File: config.mk
export PLATFORM = sky130hd
export DESIGN_NAME = json_string_escaper_core
export DESIGN_NICKNAME = d
export VERILOG_FILES = /design/src/design/jse_pkg.sv /design/src/design/json_string_escaper_core.sv
export SDC_FILE = /design/constraint.sdc
export NUM_CORES = 1
export LEC_CHECK = 0
export BUFFER_PORTS_ARGS = -buffer_cell sky130_fd_sc_hd__buf_2
export CORE_UTILIZATION = 60
export CTS_CLUSTER_SIZE = 25
export DETAILED_ROUTE_END_ITERATION = 8
export PLACE_DENSITY = 0.9
export SKIP_LAST_GASP = 1
export SLEW_MARGIN = 20
export SYNTH_ARGS = -nofsm -noshare
export SYNTH_HDL_FRONTEND = slang
export SYNTH_SLANG_ARGS = --single-unit
File: constraint.sdc
create_clock -name clk -period 7.1 [get_ports clk]
set_input_delay 0.71 -clock clk [delete_from_list [all_inputs] [get_ports clk]]
set_output_delay 0.71 -clock clk [all_outputs]
set_load 0.03 [all_outputs]
File: src/design/jse_pkg.sv
`timescale 1ns / 1ps

package jse_pkg;

  localparam int MaxBytes = 8;
  localparam int IdxW     = $clog2(MaxBytes);

  typedef logic [7:0] byte_t;
  typedef logic [MaxBytes-1:0][7:0] byte_vec_t;
  typedef logic [IdxW-1:0] idx_t;

  localparam byte_t CharQuote     = 8'h22;
  localparam byte_t CharBackslash = 8'h5C;
  localparam byte_t CharSlash     = 8'h2F;
  localparam byte_t CharU         = 8'h75;
  localparam byte_t CharZero      = 8'h30;
  localparam byte_t CharLowerA    = 8'h61;
  localparam byte_t CharUpperA    = 8'h41;
  localparam byte_t CharB         = 8'h62;
  localparam byte_t CharF         = 8'h66;
  localparam byte_t CharN         = 8'h6E;
  localparam byte_t CharR         = 8'h72;
  localparam byte_t CharT         = 8'h74;

  localparam logic [15:0] UnitBackspace = 16'h0008;
  localparam logic [15:0] UnitTab       = 16'h0009;
  localparam logic [15:0] UnitNewline   = 16'h000A;
  localparam logic [15:0] UnitFormFeed  = 16'h000C;
  localparam logic [15:0] UnitReturn    = 16'h000D;
  localparam logic [15:0] UnitQuote     = 16'h0022;
  localparam logic [15:0] UnitSlash     = 16'h002F;
  localparam logic [15:0] UnitBackslash = 16'h005C;

  function automatic byte_t hex_digit(input logic [3:0] nib, input logic upper);
    byte_t base;
    base = upper ? CharUpperA : CharLowerA;
    if (nib < 4'd10) begin
      return byte_t'(CharZero + {4'd0, nib});
    end
    return byte_t'(base + {4'd0, nib} - 8'd10);
  endfunction

endpackage

File: src/design/json_string_escaper_core.sv
`timescale 1ns / 1ps
// JSON string escaper: one UTF-16 code unit per input word, escaped bytes out.
// A word is registered in the byte buffer when accepted; its bytes then pass
// one by one through the output register. Throughput: one output byte per
// cycle unless out_ready stalls; a word of n bytes (1..8) holds the input
// until its last byte moves on, so plain ASCII streams one word per cycle.
// Reset (rst, synchronous, active high) empties both stages and sets
// hex_upper_case to 0 (lower-case hex digits).
module json_string_escaper_core (
  input  logic                        clk,
  input  logic                        rst,
  // config
  input  logic                        cfg_wr_en,
  input  logic                        cfg_wr_data,
  // input channel
  input  logic                        in_valid,
  output logic                        in_ready,
  input  logic [15:0]                 code_unit,
  input  logic                        is_first,
  input  logic                        is_last,
  input  logic                        empty_string,
  // output channel
  output logic                        out_valid,
  input  logic                        out_ready,
  output logic [7:0]                  out_byte,
  output logic                        last_of_item
);

  logic hex_upper_case;

  // ---------------------------------------------------------------------------
  // Expansion: the whole escaped byte string of one word, built in one pass.
  // ---------------------------------------------------------------------------
  jse_pkg::byte_t     letter;
  jse_pkg::byte_t     body [6];
  logic [2:0]         body_len;   // 1, 2 or 6
  logic [3:0]         total_len;  // up to 8
  logic [3:0]         close_pos;
  jse_pkg::byte_vec_t exp_bytes;
  jse_pkg::idx_t      exp_last_idx;

  // Short escape letter; zero means the unit has none.
  always_comb begin
    case (code_unit)
      jse_pkg::UnitQuote:     letter = jse_pkg::CharQuote;
      jse_pkg::UnitBackslash: letter = jse_pkg::CharBackslash;
      jse_pkg::UnitSlash:     letter = jse_pkg::CharSlash;
      jse_pkg::UnitBackspace: letter = jse_pkg::CharB;
      jse_pkg::UnitFormFeed:  letter = jse_pkg::CharF;
      jse_pkg::UnitNewline:   letter = jse_pkg::CharN;
      jse_pkg::UnitReturn:    letter = jse_pkg::CharR;
      jse_pkg::UnitTab:       letter = jse_pkg::CharT;
      default:                letter = 8'h00;
    endcase
  end

  always_comb begin
    for (int k = 0; k < 6; k++) begin
      body[k] = 8'h00;
    end
    if (letter != 8'h00) begin
      body[0]  = jse_pkg::CharBackslash;
      body[1]  = letter;
      body_len = 3'd2;
    end else if (code_unit[15:7] == 9'd0) begin
      // raw pass-through, control characters included
      body[0]  = code_unit[7:0];
      body_len = 3'd1;
    end else begin
      body[0]  = jse_pkg::CharBackslash;
      body[1]  = jse_pkg::CharU;
      body[2]  = jse_pkg::hex_digit(code_unit[15:12], hex_upper_case);
      body[3]  = jse_pkg::hex_digit(code_unit[11:8], hex_upper_case);
      body[4]  = jse_pkg::hex_digit(code_unit[7:4], hex_upper_case);
      body[5]  = jse_pkg::hex_digit(code_unit[3:0], hex_upper_case);
      body_len = 3'd6;
    end
  end

  always_comb begin
    exp_bytes = '0;
    close_pos = {3'd0, is_first} + {1'b0, body_len};
    total_len = close_pos + {3'd0, is_last};
    if (empty_string) begin
      exp_bytes[0] = jse_pkg::CharQuote;
      exp_bytes[1] = jse_pkg::CharQuote;
      total_len    = 4'd2;
    end else begin
      if (is_first) begin
        exp_bytes[0] = jse_pkg::CharQuote;
        for (int k = 0; k < 6; k++) begin
          exp_bytes[k+1] = body[k];
        end
      end else begin
        for (int k = 0; k < 6; k++) begin
          exp_bytes[k] = body[k];
        end
      end
      // closing quote lands right after the body
      for (int i = 0; i < jse_pkg::MaxBytes; i++) begin
        if (is_last && close_pos == 4'(i)) begin
          exp_bytes[i] = jse_pkg::CharQuote;
        end
      end
    end
    exp_last_idx = jse_pkg::idx_t'(total_len - 4'd1);
  end

  // ---------------------------------------------------------------------------
  // Byte buffer (holds one expanded word) feeding the output register.
  // ---------------------------------------------------------------------------
  logic               buf_valid;
  jse_pkg::byte_vec_t buf_bytes;
  jse_pkg::idx_t      buf_last_idx;
  jse_pkg::idx_t      idx;

  logic in_fire;
  logic buf_adv;   // buffer hands a byte to the output register
  logic buf_done;  // ...and it was the word's last byte

  assign in_fire  = in_valid && in_ready;
  assign buf_adv  = buf_valid && (!out_valid || out_ready);
  assign buf_done = buf_adv && (idx == buf_last_idx);
  // take the next word in the same cycle the last byte moves on
  assign in_ready = !buf_valid || buf_done;

  always_ff @(posedge clk) begin
    if (rst) begin
      hex_upper_case <= 1'b0;
      buf_valid      <= 1'b0;
      out_valid      <= 1'b0;
    end else begin
      if (cfg_wr_en) begin
        hex_upper_case <= cfg_wr_data;
      end

      if (in_fire) begin
        buf_valid    <= 1'b1;
        buf_bytes    <= exp_bytes;
        buf_last_idx <= exp_last_idx;
        idx          <= '0;
      end else begin
        if (buf_adv) begin
          idx <= idx + 1'b1;
        end
        if (buf_done) begin
          buf_valid <= 1'b0;
        end
      end

      if (buf_adv) begin
        out_valid    <= 1'b1;
        out_byte     <= buf_bytes[idx];
        last_of_item <= (idx == buf_last_idx);
      end else if (out_ready) begin
        out_valid <= 1'b0;
      end
    end
  end

endmodule

; ---- Word level (Yosys, flattened, before mapping)
; Cells that the tools add are included.
[word_totals]
ff_bits = 82
out_inout_bits = 11
wordCells = 134
[classes]
reduce_logical = 31
n_addsub = 16
n_eq_ne = 16
n_bitwise = 2
mux = 44
order_cmp = 5
[op_table]
columns = operator, count
row1 = $eq A16 B4 Y1 const B, 5
row2 = $mux W8, 10
row3 = $pmux W7 S8, 1
row4 = $mux W48, 1
row5 = $mux W6, 8
row6 = $mux W39, 1
row7 = $eq A16 B6 Y1 const B, 2
row8 = $mux W32, 1
row9 = $sub A8 B4 Y8 const B, 4
row10 = $add A6 B4 Y7 const A, 4
row11 = $add A8 B4 Y8, 3
row12 = $bmux W8 S3, 1
row13 = $eq A16 B7 Y1 const B, 1
row14 = $eq A4 B3 Y1 const B, 4
row15 = $lt A4 B4 Y1 const B, 4
row16 = $mux W1, 16
row17 = $mux W16, 1
row18 = $mux W3, 4
row19 = $logic_and A1 B1 Y1, 11
row20 = $reduce_or A2 Y1, 5
row21 = $logic_not A9 Y1, 1
row22 = $add A7 B4 Y8, 1
row23 = $eq A4 B2 Y1 const B, 2
row24 = $reduce_bool A8 Y1, 1
row25 = 14 further kinds, 22

; ---- Depth between registers and ports, before layout
[depth]
word_depth = 9
mapped_depth = 15

; ---- Worst setup path before layout
; OpenSTA, ideal clock, no wires.
[synth_timing]
kind = register to register
from = register idx[0]
to = register idx[0], enable pin
path_buffers = 1
synth_period_minus_slack_ns = 5.618
t_arrival_ns = 5.312
required_time_ns = 6.793
stages_incl_launch_ff = 7
slack_ns = 1.482
cell_sequence = edfxtp_1 > clkbuf_1 > xor2_1 > o41ai_1 > nand2_1 > nor2_1 > or2_2
[synth_via]
elab_chain_cells = 6
[synth_rtl]
columns = item, line
row1 = from (decl), json_string_escaper_core.sv:115  ; jse_pkg::idx_t idx;
row2 = from (signal assigned), json_string_escaper_core.sv:144  ; idx <= idx + 1'b1;
row3 = $eq A3 B3 Y1, json_string_escaper_core.sv:123  ; assign buf_done = buf_adv && (idx == buf_last_idx);
row4 = $logic_and A1 B1 Y1, json_string_escaper_core.sv:123
row5 = $logic_or A1 B1 Y1, json_string_escaper_core.sv:125  ; assign in_ready = !buf_valid || buf_done;
row6 = via in_ready, json_string_escaper_core.sv:17  ; output logic in_ready,
row7 = $logic_and A1 B1 Y1, json_string_escaper_core.sv:121  ; assign in_fire = in_valid && in_ready;
row8 = $reduce_bool A2 Y1 (no source line), n/a
row9 = $reduce_and A2 Y1 (no source line), n/a
; The timed path passes the listed nets, and every way through them passes these cells.
; A chain may end at the register's enable or synchronous reset.

; ---- Worst setup path after layout
[layout_timing]
from = input port code_unit[4]
to = register buf_last_idx[2], data pin
[layout_via]
elab_chain_cells = 8
[layout_rtl]
columns = item, line
row1 = from (decl), json_string_escaper_core.sv:18  ; input logic [15:0] code_unit,
row2 = "$eq A16 B4 Y1, or another cell as far along", json_string_escaper_core.sv:44  ; case (code_unit)
row3 = $pmux W7 S8 *, json_string_escaper_core.sv:44
row4 = $reduce_bool A8 Y1 *, json_string_escaper_core.sv:61  ; if (letter != 8'h00) begin
row5 = $mux W3 *, json_string_escaper_core.sv:61
row6 = $add A1 B3 Y4 *, json_string_escaper_core.sv:82  ; close_pos = {3'd0, is_first} + {1'b0, body_len};
row7 = $add A3 B1 Y3 *, json_string_escaper_core.sv:83  ; total_len = close_pos + {3'd0, is_last};
row8 = $mux W3 *, json_string_escaper_core.sv:84  ; if (empty_string) begin
row9 = $sub A3 B1 Y3 *, json_string_escaper_core.sv:106  ; exp_last_idx = jse_pkg::idx_t'(total_len - 4'd1);
row10 = via exp_last_idx[2], json_string_escaper_core.sv:40  ; jse_pkg::idx_t exp_last_idx;
row11 = to (signal assigned), json_string_escaper_core.sv:140  ; buf_last_idx <= exp_last_idx;
row12 = to (decl), json_string_escaper_core.sv:114  ; jse_pkg::idx_t buf_last_idx;
; Mark *: on every way through the listed nets, which the timed path passes. The rest lies on a longest branch.

==> results.py <==
metrics = {
    "grt": {
        "grt_use_met2_pct": 47.6,
        "antenna_found_initial": 0,
        "track_usage_pct": 29.9,
        "grt_pass1_wl_um": 16900,
        "grt_use_met1_pct": 40.0,
        "grt_pass1_vias": 3257,
        "busiest_layer": "met2",
        "use_met3_pct": 6.92,
        "grt_overflow": 0,
        "grt_max_degree": 57,
    },
    "cts": {
        "clk_path_buf_depth": 2,
        "cts_hold_buffers": 0,
        "clkSlewWorstSetupHoldPaths_ns": 0.07,
        "post-cts-setup-buffers": 0,
        "htree_num_levels": 3,
        "cts_buffers": 9,
        "clock_sinks": 70,
        "tritoncts": "done",
        "worstSkewPairLatency_ns": 0.34,
        "root_buffer": "clkbuf_8",
        "cts_resized": 0,
    },
    "timing": {
        "skew_ns": 0.00468,
        "max_freq_mhz": 245,
        "rsz0062_at_grt": "false",
        "slew_headroom_pct": 29.6,
        "worst_pin_slew_ns": 1.06,
        "fin_crit_sh_pct": 57.4,
        "drv_slew": 0,
        "fin_crit_ns": 4.08,
        "hold_viol": 0,
        "setup_tns_ns": 0,
        "setup_viol": 0,
    },
    "synth": {
        "synth_area_leader_cell": "edfxtp_1",
        "synthFlopType": "edfxtp_1",
        "post_synth.cell_area_avg_um2": 10.2,
        "syn_area_mm2": 0.00439,
        "yosys_warnings": 0,
        "synth-simple-area-share_pct": 18.0,
        "yosysSeqAreaShare_pct": 47.2,
        "synth_xor_area_share_pct": 2.20,
        "synth_cells": 432,
        "synth-async-reset-ratio_pct": 0,
        "ys_top_cells_by_area": "edfxtp_1 (46%), nor2_1 (5.5%), ha_1 (4.8%), mux4_2 (4.6%), a21oi_1 (4.6%)",
        "yosys.area_share.adder_pct": 4.85,
        "synth_top_area_share_pct": 45.9,
        "synth_edf_count": 67,
        "synth-seq-cells": 70,
        "synth.distinct_cells": 61,
        "synth_top_family_by_area": "simple AND/OR/NAND/NOR gates",
        "synthMuxAreaShare_pct": 8.10,
        "synth_compound_area_share_pct": 15.8,
    },
    "worst_setup_path": {
        "crit_arrival_ns": 4.15,
        "path_class": "input pin to register",
        "cpMostUsedCell": "ha_1",
        "cp-end-kind": "register",
        "cp_cell_sequence": "buf_2, inv_1, ha_1, nor4bb_1, o2111ai_2, o211a_4, nand2_4, inv_2, ha_1, ha_1, nand2_1, xnor2_1, a21oi_1, nor3b_1, xor2_1",
        "required_ns": 7.17,
        "worst_setup_path_start_kind": "input pin",
        "crit_fanout": 10,
        "r2r_slack_ns": 3.53,
        "reg2reg_depth": 6,
        "path_buf_inv": 3,
        "rr_startpoint": "idx[0]",
        "reg2reg_to": "idx[1]",
        "critPathTopFamily": "simple AND/OR/NAND/NOR gates",
        "crit_path_top_delay_cell": "nor4bb_1",
        "cpPeakStageDelay_ns": 0.52,
    },
    "power": {
        "p_leak_nw": 1.81,
        "power_density_mw_per_mm2": 200,
        "ir_drop_v": 0.000117,
    },
    "worst_hold_path": {
        "min_path_cells": 2,
        "min_from": "buf_valid",
        "hold_path_class": "register to register",
        "worstHoldEndpoint": "out_valid",
    },
    "placement": {
        "port_buffers": 35,
        "place_area_mm2": 0.00461,
        "gp_congestion": 0.992,
        "hpwl_um": 7690,
    },
    "run": {
        "drv_cap": 0,
    },
    "finish": {
        "n_antenna_cell": 0,
        "area_growth_pct": 9.10,
        "design_area_mm2": 0.00479,
        "nNetsFinal": 497,
        "drive_gt1_share_pct": 15.4,
        "multi_input_area_mm2": 0.00216,
        "most-common-layout-cells": "edfxtp_1 (67), nor2_1 (63), a21oi_1 (40)",
        "fillers": 501,
        "regArea_mm2": 0.00207,
        "mostFrequentLayoutCell": "edfxtp_1",
    },
    "floorplanning": {
        "rows": 30,
        "fp.coreArea_mm2": 0.00694,
        "initial_utilization_pct": 63.2,
        "ios": 36,
        "dieArea_mm2": 0.00766,
        "dieHeight_um": 87.5,
        "die_w_um": 87.5,
    },
    "run_status": {
        "outcome": "finished, final reports clean",
    },
    "route": {
        "wl_um": 10700,
        "num_vias": 3560,
        "via_per_inst": 6.40,
        "first_iter_violations": 476,
        "drc": 0,
        "routedWlPerCell_um": 19.2,
        "drt_pass1_iterations": 6,
        "detail-route-antenna-nets": 0,
    },
}
worst register-to-register path, delay by kind of cell (launching register included):
family,cells,cell delay [ns]
flip-flops,1,1.05
AO/OA/AOI/OAI,1,0.84
XOR/XNOR,1,0.21
buffers and inverters,1,0.57
AND/OR/NAND/NOR,3,0.63
metrics by stage:
stage | power, mW | hold slack [ns] | setup slack (ns) | util (%) | instances
floorplan | 0.609 | 0.454 | 1.48 | - | 433
global placement | 0.649 | 0.478 | 2.85 | 66.3 | 540
detailed placement | 0.656 | 0.481 | 2.77 | 66.3 | 540
CTS | 0.953 | 0.502 | 3.10 | 68.9 | 556
global route | 0.988 | 0.535 | 2.65 | 68.9 | 556
finish | 0.955 | 0.501 | 3.02 | 68.9 | 556
synthesized netlist by cell type (all sizes together) (9+ instances only):
cell	instances
nor3	18
edfxtp	67
a211oi	10
nor2	64
and2	10
inv	15
mux2i	13
ha	17
clkbuf	21
nand2	28
o21ai	18
mux4	9
a21oi	40
layer usage:
layer / vias up / routed length, um
met5: - / 0
li1: 1652 / -
met3: 40 / 1060
met4: 0 / 346
met2: 235 / 5000
met1: 1633 / 4270
area by class of cell:
| cell class | count | share of cell area, % |
|---|---|---|
| well taps | 96 | 2.51 |
| clock inverters | 5 | 1.05 |
| repair buffers | 38 | 4.13 |
| inverters | 15 | 1.18 |
| clock buffers | 11 | 2.74 |
| multi-input cells | 321 | 45.1 |
| flip-flops and latches | 70 | 43.3 |
worst max-delay path by stage:
stage,from,cells past startpoint,end,slack (ns)
3_5_place_dp,code_unit[4],15,buf_last_idx[2],2.77
4_1_cts,code_unit[4],15,buf_last_idx[2],3.10
5_1_grt,code_unit[4],14,buf_bytes[32],2.65
3_3_place_gp,code_unit[4],15,buf_last_idx[2],2.85
6_report,code_unit[4],15,buf_last_idx[2],3.02
2_1_floorplan,idx[0],6,idx[0],1.48
registers in the layout (all words and copies together), names as in the netlist:
signal	count
last_of_item	1
buf_valid	1
buf_bytes	52
out_byte	8
idx	3
out_valid	1
buf_last_idx	3
hex_upper_case	1
where the power goes:
group | leakage (nW) | total, mW | switching (mW) | internal [mW]
Combinational | 1.06 | 0.152 | 0.0931 | 0.0589
Clock | 0.0884 | 0.305 | 0.146 | 0.160
Sequential | 0.661 | 0.498 | 0.0181 | 0.480
Total | 1.81 | 0.955 | 0.257 | 0.698
cells by family (layout without fill, tap and decap cells):
logic type / Yosys count / count (layout)
and+or+nand+nor: 162 / 162
DFF: 70 / 70
other: 1 / 2
buffers and inverters: 42 / 69
muxes: 24 / 24
AOI/OAI and AO/OA: 105 / 105
adders and majority gates: 17 / 17
xor gates and xnor gates: 11 / 11
Power figures use the tool's default switching activity.
